**config.mk**
```make
export PLATFORM = sky130hd
export DESIGN_NAME = fba_summary
export DESIGN_NICKNAME = d
export VERILOG_FILES = /design/src/hw/rtl/fba_pkg.sv /design/src/hw/rtl/fba_summary.sv
export SDC_FILE = /design/constraint.sdc
export NUM_CORES = 1
export LEC_CHECK = 0
export ABC_CLOCK_PERIOD_IN_PS = 1750
export BUFFER_PORTS_ARGS = -buffer_cell sky130_fd_sc_hd__buf_2
export CORE_ASPECT_RATIO = 1.2
export CORE_MARGIN = 3
export CORE_UTILIZATION = 40
export CTS_CLUSTER_SIZE = 30
export DETAILED_ROUTE_END_ITERATION = 12
export PLACE_DENSITY_LB_ADDON = 0.25
export RECOVER_POWER = 25
export SETUP_SLACK_MARGIN = 0.02
export SLEW_MARGIN = 20
export SYNTH_ARGS = -nofsm -noshare
export SYNTH_HDL_FRONTEND = slang
export SYNTH_SLANG_ARGS = --single-unit
```
**constraint.sdc**
```tcl
create_clock -name clk -period 1.75 [get_ports clk]
set_input_delay 0.175 -clock clk [delete_from_list [all_inputs] [get_ports clk]]
set_output_delay 0.175 -clock clk [all_outputs]
set_load 0.02 [all_outputs]
```
**src/hw/rtl/fba_pkg.sv**
```systemverilog
// ----------------------------------------------------------------------------
// fba_pkg
// Shared constants, types and codes for the frame bitmap allocator.
// ----------------------------------------------------------------------------
package fba_pkg;

	localparam int NUM_FRAMES = 4096;
	localparam int MAP_WORDS  = (NUM_FRAMES + 31) / 32;
	localparam int WORD_AW    = (MAP_WORDS > 1) ? $clog2(MAP_WORDS) : 1;
	localparam int CUR_W      = 12;
	localparam int LAST_BITS  = NUM_FRAMES - (MAP_WORDS - 1) * 32;

	// bits of the last map word that lie beyond the last frame read as used
	localparam logic [31:0] PAD_MASK  = (LAST_BITS == 32) ? 32'd0 :
		~((32'd1 << LAST_BITS) - 32'd1);
	localparam logic [WORD_AW-1:0] LAST_WORD = WORD_AW'(MAP_WORDS - 1);

	typedef enum logic {
		KIND_ALLOC = 1'b0,
		KIND_FREE  = 1'b1
	} kind_t;

	typedef enum logic [1:0] {
		ST_DONE   = 2'd0,
		ST_NOFREE = 2'd1,
		ST_SKIP   = 2'd2
	} status_t;

	typedef enum logic {
		FSM_IDLE = 1'b0,
		FSM_LOOK = 1'b1
	} fsm_t;

	// word write-back seen by the summary flags
	typedef struct packed {
		logic               en;
		logic [WORD_AW-1:0] addr;
		logic               full;
	} fba_upd_t;

endpackage

```
**src/hw/rtl/fba_summary.sv**
```systemverilog
// ----------------------------------------------------------------------------
// fba_summary
// Per-word written and full flags of the used-bit map, and the search for
// the lowest map word that still has a clear bit.
// ----------------------------------------------------------------------------
module fba_summary
	import fba_pkg::*;
(
	input  logic               clk,
	input  logic               arst_n,
	input  logic [WORD_AW-1:0] look_addr,
	output logic               look_valid,
	output logic [WORD_AW-1:0] first_free,
	input  fba_upd_t           upd
);

	logic [MAP_WORDS-1:0] valid_q;
	logic [MAP_WORDS-1:0] full_q;

	always_ff @(posedge clk or negedge arst_n) begin
		if (!arst_n) begin
			valid_q <= '0;
			full_q  <= '0;
		end else if (upd.en) begin
			valid_q[upd.addr] <= 1'b1;
			full_q[upd.addr]  <= upd.full;
		end
	end

	assign look_valid = valid_q[look_addr];

	// lowest word not full; word zero when every word is full
	always_comb begin
		first_free = '0;
		for (int i = MAP_WORDS - 1; i >= 0; i--) begin
			if (!full_q[i]) begin
				first_free = WORD_AW'(i);
			end
		end
	end

endmodule

```
==> results.md, run 1 <==
* Syn-to-layout area delta at 28.3%
* Port Buf Inserts at 25
* Final period util at 1.64
* Rel. slew slack at 0.0828
* Post-Syn Instances at 1,113
* Register area at between 0.006 and 0.007 mm²
* #FFs+latches synth at 256
* Hold Vio Cnt, Final at 0
* Die area at 0.0328 mm²
* Leakage at 0.00741 µW
* Top cell type's share of synthesized area at 0.523
* Peak Freq at between 300 and 400 MHz
* Worst VDD drop at 0.716 mV
* # rows at 69
* CTS buffer count at 28
* Slew Limit Fails at 0
* Root Buffer: clkbuf_16
* Syn_nets at ~1,100
* Post-synth cell types at 53
* P_sw at about 3700 µW
* Routed wire length at 36,300 µm
* I/O pin count at 26
* Final Critical Period at 2.86 ns
* Hpwl dp at 27,400 µm
* Multi-input gate area at about 0.0057 mm²
* Layout Nets at 1,379
* Largest net degree at the start of global routing at 57
* Crit Path Category: flip-flop to output pin
* DRC Markers at 0
* Synth warn at 0
* Failing checks: negative setup slack
* Die extent in x at 166 µm
* First-pass GRT wire length at 57,200 µm
* Max cap viols at 0
* Worst hold path class: input pin to flip-flop
* Via count at 9,536
* Req. time, crit path at about 1.6 ns
* Initial antenna violation count at 0
* Worst slew pin tran at 1.38 ns
* Remaining Overflow, GRT at 0
* Worst endpoint data arrival time at approximately 2.7 ns
* Clock Skew at 0 ns
* # fillers at 2,687
* Int Pwr at 11,500 µW
* Placed inst area at 0.0147 mm²
* Clock share of power at 0.411
* Reg clk slew, reported paths at 0.06 ns
* Finished layout cell area at 0.0157 mm²
* Syn avg cell area at approximately 11 µm²
* Die Height at 198 µm
* Final count of negative-setup-slack endpoints at 43
* Async SR Flop Fraction at 1.00
* Power per standard cell area at approximately 970 mW/mm²
* Number of clock sinks at 256
* Number of antenna diodes at 0
* Routed WL per cell at between 20 and 25 µm
* Most frequent cells in the layout: 256 x dfrtp_1, 208 x buf_4, 145 x nand2_1, 123 x mux2_2, 90 x nand2b_1
* EDFF count, synth at 0
* Post-synth top area cell: dfrtp_1
* Gate power share at 0.130
* Cell Count Post-Placement at 1,716
* Main area contributors after synthesis: dfrtp_1 52%, mux2_2 11%, nand2b_1 4.6%
* Clock Tree Buf Depth at 3
* Starting Density at 0.410
* Sw Share at 0.245
* Sequential power share at 0.459
* Cell Count, Final, Fillers Out at 1,773
* Mapped Area at 0.0123 mm²
* Crit. End Element: output pin
* Layout cells sized above 1 at 0.385
* Worst setup margin at -1.11 ns
* Place WS at -0.766 ns
* TritonCTS clock tree: built
* Setup crit start kind: flip-flop
* Total track usage at 0.223
* Average via count per standard cell at between 5 and 6
* Clk_lat worst skew at between 0.5 and 0.6 ns
* Most common cell after layout, fill and taps aside: dfrtp_1
* Top_reg_cell synth: dfrtp_1
* Iter 0 DRT Violations at 620
* RePlAce Congestion at 0.894
* H-tree level count at 1
* Core area at 0.0299 mm²
* Drt first pass iters at 5
* CP max FO at 2
* Status: finished with violations
* Vias in the first global route at 10,000
* Post-DRT Antenna Nets at 0
* Post-synthesis sequential area ratio at 0.523
* RSZ-0062 raised after global routing: yes
[kinds of logic after synthesis]
group	count (synthesis)	synth area share
AO/OA/AOI/OAI	127	0.0664
buffers and inverters	68	0.0243
flip-flops	256	0.523
multiplexers	163	0.180
AND/OR/NAND/NOR	499	0.206
[state kept, by name, indices dropped and copies added, names as in the netlist]
name	cells
full_q	128
valid_q	128
[cell usage after synthesis (all sizes together) (3+ instances only)]
master and n:
nand2 145, or3 6, mux2 123, o211ai 5, a22oi 5, o2111ai 4, dfrtp 256, nand2b 90
nor2 77, a211oi 10, nor4 4, mux4 31, nand4 46, nand3 28, nor2b 7, a21oi 19
a31oi 16, mux2i 9, a311oi 3, or2 59, a21boi 4, o21ai 41, clkbuf 31, a21o 3
nor3 26, and2 7, inv 26, buf 10
[through the flow]
stage | setup TNS [ns] | power, µW | hold slack, ns | util
6_report | -8.77 | 15200 | 0.0887 | 0.526
5_1_grt | -13.06 | 15800 | 0.120 | 0.526
4_1_cts | -7.54 | 15300 | 0.0880 | 0.530
3_5_place_dp | -4.13 | 9030 | 0.121 | 0.492
3_3_place_gp | -3.93 | 8980 | 0.124 | 0.492
2_1_floorplan | -0.246 | 7990 | -0.121 | -
[timing repair]
action | in CTS | in global routing
endpoints found under the setup margin | 8 | 8
setup buffers | 4 | 0
endpoints found under the hold margin | 251 | 0
gates resized for setup | 32 | 9
gates cloned | 0 | 0
pin swaps | 14 | 2
hold buffers | 1 | 0
[per-layer routing]
metal / GRT usage / part of all wire
met5: 0 / 0
met3: 0.0302 / 0.045
met1: 0.292 / 0.43
met2: 0.381 / 0.49
met4: 0.0875 / 0.038
[path summary, 6_finish.rpt]
check	start	endpoint	slack (ns)	cells after the start
min in group asynchronous	arst_n	full_q[40]	0.48	2
max in group asynchronous	arst_n	full_q[97]	0.22	3
worst max-delay path	full_q[127]	first_free[0]	-1.11	9
worst max register to register	full_q[20]	full_q[20]	0.79	2
worst min register to register	valid_q[48]	valid_q[48]	0.46	1
worst min-delay path	upd[0]	full_q[62]	0.09	3
[power groups by stage]
| stage | clock (µW) | combinational, µW | sequential (µW) |
|---|---|---|---|
| 3_3_place_gp | 0 | 1940 | 7040 |
| 5_1_grt | 6610 | 2170 | 7040 |
| 6_report | 6240 | 1980 | 6970 |
| 3_5_place_dp | 0 | 1980 | 7050 |
| 4_1_cts | 6340 | 2010 | 6960 |
| 2_1_floorplan | 0 | 1020 | 6970 |
[cell type report]
type / count / share of cell area
clock inverter: 16 / 0.0118
inverter: 27 / 0.00645
multi-input combinational: 789 / 0.363
tap: 390 / 0.0310
clock buffer: 36 / 0.0510
sequential: 256 / 0.407
timing repair buffer: 259 / 0.129
[worst max-delay path, stage by stage, from the launching register on]
cell       delay, ns
dfrtp_1         0.37
nand2b_1        0.16
a311oi_2        0.23
o211ai_1        0.17
a2111oi_2       0.35
buf_4           0.17
o31a_1          0.25
o2111ai_2       0.17
a21oi_2         0.15
buf_6           0.13
No activity file was read; power rests on OpenSTA's default activity.
==> run 2: changes to the inputs <==
Settings changed: CORE_UTILIZATION 40 to 57.
==> run 2 against run 1 <==
Effect of this change:
- the flow still finishes with violations (negative setup slack)
- setup slack lost 0.060 ns
- flip-flop and latch count is the same
- critical path type unchanged
- first-iteration DRC count grew 62%
- combinational power is essentially flat
==> results.md, run 2 (synthesis gave the netlist of run 1 again) <==
* CP max FO at 4 (was 2)
* First-pass GRT wire length at 56,200 µm (was 57,200 µm)
* Worst endpoint data arrival time at 2.75 ns (was 2.69 ns)
* Max cap viols at 0 (unchanged)
* Worst hold path class: input pin to flip-flop (unchanged)
* Clk_lat worst skew at 0.53 ns (about the same)
* Largest net degree at the start of global routing at 129 (was 57)
* Total power at 14,400 µW (was 15,200 µW)
* Core area at 0.0210 mm² (was 0.0299 mm²)
* Cell Count, Final, Fillers Out at 1,637 (was 1,773)
* Final Critical Period at 2.92 ns (was 2.86 ns)
* Reg clk slew, reported paths at 0.06 ns (about the same)
* I/O pin count at 26 (unchanged)
* Worst setup margin at -1.17 ns (was -1.11 ns)
* Total track usage at 0.307 (was 0.223)
* Iter 0 DRT Violations at 1,004 (was 620)
* Power per standard cell area at 943 mW/mm² (was 966 mW/mm²)
* Layout cells sized above 1 at 0.382 (was 0.385)
* Die Height at 167 µm (was 198 µm)
* Req. time, crit path at 1.57 ns (about the same)
* Hold WS at 0.239 ns (was 0.0887 ns)
* Clock Skew at 0 ns (unchanged)
* Root Buffer: clkbuf_16 (unchanged)
* RSZ-0062 raised after global routing: yes (unchanged)
* Hold Vio Cnt, Final at 0 (unchanged)
* Final count of negative-setup-slack endpoints at 16 (was 43)
* Setup crit start kind: flip-flop (unchanged)
* Final period util at 1.67 (was 1.64)
* Critical path origin: full_q[123] (was full_q[127])
* Most common cell after layout, fill and taps aside: dfrtp_1 (unchanged)
* Worst r2r src: full_q[34] (was full_q[20])
* Slew Limit Fails at 0 (unchanged)
* Most frequent cells in the layout: 255 x dfrtp_1, 204 x buf_4, 145 x nand2_1, 123 x mux2_2, 90 x nand2b_1 (was 256 x dfrtp_1, 208 x buf_4, 145 x nand2_1, 123 x mux2_2, 90 x nand2b_1)
* TritonCTS clock tree: built (unchanged)
* Average via count per standard cell at 5.97 (was 5.38)
* Post-DRT Antenna Nets at 0 (unchanged)
* Layout Nets at 1,366 (was 1,379)
* Worst slew pin tran at 1.20 ns (was 1.38 ns)
* Vias in the first global route at 10,300 (was 10,000)
* DRC Markers at 0 (unchanged)
* Syn-to-layout area delta at 25.0% (was 28.3%)
* Worst VDD drop at 0.777 mV (was 0.716 mV)
* Starting Density at 0.582 (was 0.410)
* H-tree level count at 1 (unchanged)
* # rows at 58 (was 69)
* Initial antenna violation count at 0 (unchanged)
* Drt first pass iters at 5 (unchanged)
* CTS buffer count at 27 (was 28)
* Hpwl dp at 25,600 µm (was 27,400 µm)
* Leakage at 0.00729 µW (was 0.00741 µW)
* Crit Path Category: flip-flop to output pin (unchanged)
* Rel. slew slack at 0.203 (was 0.0828)
* Remaining Overflow, GRT at 0 (unchanged)
* Failing checks: negative setup slack (unchanged)
* RePlAce Congestion at 0.927 (was 0.894)
* Port Buf Inserts at 25 (unchanged)
* Routed wire length at 35,400 µm (was 36,300 µm)
* Top flop regs: full_q: 128 flops, valid_q: 128 flops (unchanged)
* Post-route setup TNS at -8.13 ns (was -8.77 ns)
* Crit. End Element: output pin (unchanged)
* Die area at 0.0233 mm² (was 0.0328 mm²)
* Reg2reg setup slack at 0.74 ns (was 0.79 ns)
* Hold_sp: upd[6] (was upd[0])
* Number of clock sinks at 256 (unchanged)
* Number of antenna diodes at 0 (unchanged)
* Cell Count Post-Placement at 1,579 (was 1,716)
* Via count at 9,777 (was 9,536)
* Status: finished with violations (unchanged)
* Clock Tree Buf Depth at 3 (unchanged)
* Peak Freq at 342 MHz (was 349 MHz)
* Routed WL per cell at 21.6 µm (was 20.5 µm)
* Die extent in x at 140 µm (was 166 µm)
## run 2: final cells by class
class	instances	area, µm²
well taps	270	338
clock buffers	40	795
inverters	27	101
fillers	1472	5730
multi-input cells	789	5720
repair buffers	247	1900
clock inverters	8	52.6
flip-flops and latches	256	6410
## run 2: path summary, 6_finish.rpt
kind                                  to  cells past startpoint
setup reg to reg              full_q[34]                      3
min in group asynchronous    valid_q[52]                      2
setup / recovery           first_free[0]                      9
hold / removal               valid_q[20]                      5
hold reg to reg              valid_q[27]                      1
max in group asynchronous     full_q[98]                      3
## run 2: routing by layer
layer / wire length, µm / GRT usage / vias to the layer above
met1: 14100 / 0.400 / 4878
met4: 1760 / 0.142 / 0
met2: 17400 / 0.514 / 355
met5: 0 / 0 / -
li1: - / - / 4435
met3: 2070 / 0.0411 / 109
## run 2: power breakdown
group | leakage, µW | total (µW) | internal [µW] | switching [µW]
registers | 0.00340 | 6980 | 6560 | 414
clock network | 0.000415 | 5490 | 3140 | 2350
logic | 0.00347 | 1980 | 1070 | 911
## run 2: per-stage QoR
step	cell area [µm²]	setup slack (ns)	utilization
global route	15300	-1.29	0.728
detailed placement	14400	-0.733	0.682
CTS	15400	-1.19	0.732
floorplan	12300	-0.153	-
finish	15300	-1.17	0.728
global placement	14400	-0.715	0.682
## run 2: critical path: stages (launching register included)
cell and delay, ns:
dfrtp_1 0.41, nor2b_1 0.17, a311oi_2 0.26, o211ai_1 0.18, a2111oi_2 0.32, buf_4 0.16, o31a_1 0.22, o2111ai_2 0.20
a21oi_2 0.16, buf_4 0.15
## run 2: what timing repair did
| action | 4_1_cts | 5_1_grt |
|---|---|---|
| hold buffers | 1 | 0 |
| gates resized for setup | 31 | 11 |
| cloned | 0 | 0 |
| pin swaps | 19 | 14 |
| setup endpoints to repair | 8 | 8 |
| hold endpoints to repair | 256 | 0 |
| buffers inserted | 7 | 2 |
==> run 3: changes to the inputs <==
Settings changed: SETUP_SLACK_MARGIN 0.02 to not set.
==> run 3 against run 2 <==
Effect of this change:
- the flow still finishes with violations (negative setup slack)
- clock skew unchanged
- sequential power about the same
- global-route usage up 0.90 points
- critical endpoint unchanged
==> results.md, run 3 (synthesis gave the netlist of run 1 again) <==
* I/O pin count at 26 (unchanged)
* Iter 0 DRT Violations at 781 (was 1,004)
* Slew Limit Fails at 0 (unchanged)
* # fillers at 1,414 (was 1,472)
* Syn-to-layout area delta at 27.7% (was 25.0%)
* Starting Density at 0.582 (unchanged)
* # rows at 58 (unchanged)
* Number of clock sinks at 256 (unchanged)
* Final period util at 1.66 (was 1.67)
* Most frequent cells in the layout: 255 x dfrtp_1, 215 x buf_4, 143 x nand2_1, 122 x mux2_2, 89 x nand2b_1 (was 255 x dfrtp_1, 204 x buf_4, 145 x nand2_1, 123 x mux2_2, 90 x nand2b_1)
* Post-DRT Antenna Nets at 0 (unchanged)
* CP max FO at 3 (was 4)
* Die area at 0.0233 mm² (unchanged)
* Worst VDD drop at 1.23 mV (was 0.777 mV)
* Worst setup margin at -1.16 ns (was -1.17 ns)
* Crit. End Element: output pin (unchanged)
* Largest net degree at the start of global routing at 59 (was 129)
* Peak Freq at 344 MHz (was 342 MHz)
* Cell Count Post-Placement at 1,587 (was 1,579)
* Final count of negative-setup-slack endpoints at 31 (was 16)
* Routed WL per cell at 22.3 µm (was 21.6 µm)
* Max cap viols at 0 (unchanged)
* Worst slew pin tran at 1.43 ns (was 1.20 ns)
* Number of antenna diodes at 0 (unchanged)
* Req. time, crit path at 1.57 ns (about the same)
* Final Critical Period at 2.91 ns (was 2.92 ns)
* Cell Count, Final, Fillers Out at 1,653 (was 1,637)
* CTS buffer count at 27 (unchanged)
* Crit Path Category: flip-flop to output pin (unchanged)
* Total track usage at 0.316 (was 0.307)
* Slowest cell on crit path: dfrtp_1 (unchanged)
* Clock Skew at 0 ns (unchanged)
* CP top delay family: compound AO/OA/AOI/OAI gates (unchanged)
* Clock Tree Buf Depth at 3 (unchanged)
* Worst endpoint data arrival time at 2.73 ns (was 2.75 ns)
* Hpwl dp at 26,800 µm (was 25,600 µm)
* Die Height at 167 µm (unchanged)
* Average via count per standard cell at 6.10 (was 5.97)
* H-tree level count at 1 (unchanged)
* Vias in the first global route at 10,400 (was 10,300)
* Clk_lat worst skew at 0.54 ns (was 0.53 ns)
* TritonCTS clock tree: built (unchanged)
* Port Buf Inserts at 25 (unchanged)
* Via count at 10,100 (was 9,777)
* Setup crit start kind: flip-flop (unchanged)
* Power per standard cell area at 985 mW/mm² (was 943 mW/mm²)
* RePlAce Congestion at 1.00 (was 0.927)
* RSZ-0062 raised after global routing: yes (unchanged)
* Leakage at 0.00744 µW (was 0.00729 µW)
* First-pass GRT wire length at 57,500 µm (was 56,200 µm)
* CP peak stage delay at 0.40 ns (was 0.41 ns)
* Routed wire length at 36,900 µm (was 35,400 µm)
* Drt first pass iters at 5 (unchanged)
* Rel. slew slack at 0.0446 (was 0.203)
* Hold Vio Cnt, Final at 0 (unchanged)
* Status: finished with violations (unchanged)
* Top flop regs: full_q: 128 flops, valid_q: 128 flops (unchanged)
* Die extent in x at 140 µm (unchanged)
* Most common cell after layout, fill and taps aside: dfrtp_1 (unchanged)
* DRC Markers at 0 (unchanged)
* Remaining Overflow, GRT at 0 (unchanged)
* Initial antenna violation count at 1 (was 0)
* Crit-path cells: nor2b_1 -> a311oi_2 -> o211ai_1 -> a2111oi_2 -> buf_4 -> o31a_1 -> o2111ai_2 -> a21oi_2 -> buf_6 (was nor2b_1 -> a311oi_2 -> o211ai_1 -> a2111oi_2 -> buf_4 -> o31a_1 -> o2111ai_2 -> a21oi_2 -> buf_4)
* Reg clk slew, reported paths at 0.07 ns (was 0.06 ns)
* WP buf/inv at 2 (unchanged)
* Layout Nets at 1,380 (was 1,366)
* Worst hold path class: input pin to flip-flop (unchanged)
* Core area at 0.0210 mm² (unchanged)
* Root Buffer: clkbuf_16 (unchanged)
* Failing checks: negative setup slack (unchanged)
* Layout cells sized above 1 at 0.401 (was 0.382)
* Place WS at -0.688 ns (was -0.733 ns)
run 3: power by group:
group	switching (µW)	internal [µW]
clock	2450	3950
combinational	915	1100
sequential	441	6560
total	3810	11600
run 3: worst paths after layout:
| kind | startpoint | endpoint | slack [ns] | cells after the start |
|---|---|---|---|---|
| min reg2reg | valid_q[81] | valid_q[81] | 0.46 | 1 |
| max in group asynchronous | arst_n | full_q[16] | 0.14 | 3 |
| min in group asynchronous | arst_n | full_q[60] | 0.52 | 2 |
| min | upd[0] | full_q[112] | 0.11 | 3 |
| max reg2reg | valid_q[79] | valid_q[79] | 0.68 | 3 |
| max | full_q[123] | first_free[0] | -1.16 | 9 |
run 3: repair_timing:
item / CTS / global route
hold endpoints to repair: 195 / 0
hold buffers: 1 / 0
setup endpoints to repair: 8 / 8
gates resized for setup: 35 / 24
pin swaps: 15 / 18
gates cloned: 0 / 0
buffers inserted: 6 / 10
run 3: metal layers:
layer | wire (µm) | up-vias | track usage
met4 | 2140 | 0 | 0.156
li1 | - | 4442 | -
met1 | 14400 | 5017 | 0.412
met2 | 17800 | 490 | 0.520
met5 | 0 | - | 0
met3 | 2540 | 134 | 0.0454
run 3: layout make-up:
cell class              count  area, µm²  share of cell area
clock buffers              37        803              0.0513
multi-input cells         789       5780               0.369
flip-flops and latches    256       6410               0.409
clock inverters            13        203              0.0129
inverters                  27        101             0.00647
well taps                 270        338              0.0216
repair buffers            261       2020               0.129
run 3: metrics by stage:
stage	instance area (µm²)	setup TNS [ns]	utilization	power, µW	hold WS, ns
6_report	15700	-10.07	0.744	15400	0.113
5_1_grt	15700	-20.40	0.744	16000	0.154
4_1_cts	15600	-7.29	0.741	15400	0.0956
3_5_place_dp	14400	-3.72	0.684	9010	0.163
3_3_place_gp	14400	-3.49	0.684	8920	0.166
2_1_floorplan	12300	-0.251	-	7990	-0.121
run 3: tightest hold or removal path, delay by kind of cell:
| kind | cells | cell delay [ns] |
|---|---|---|
| compound gates | 1 | 0.07 |
| simple gates | 1 | 0.10 |
| buf+inv | 1 | 0.26 |
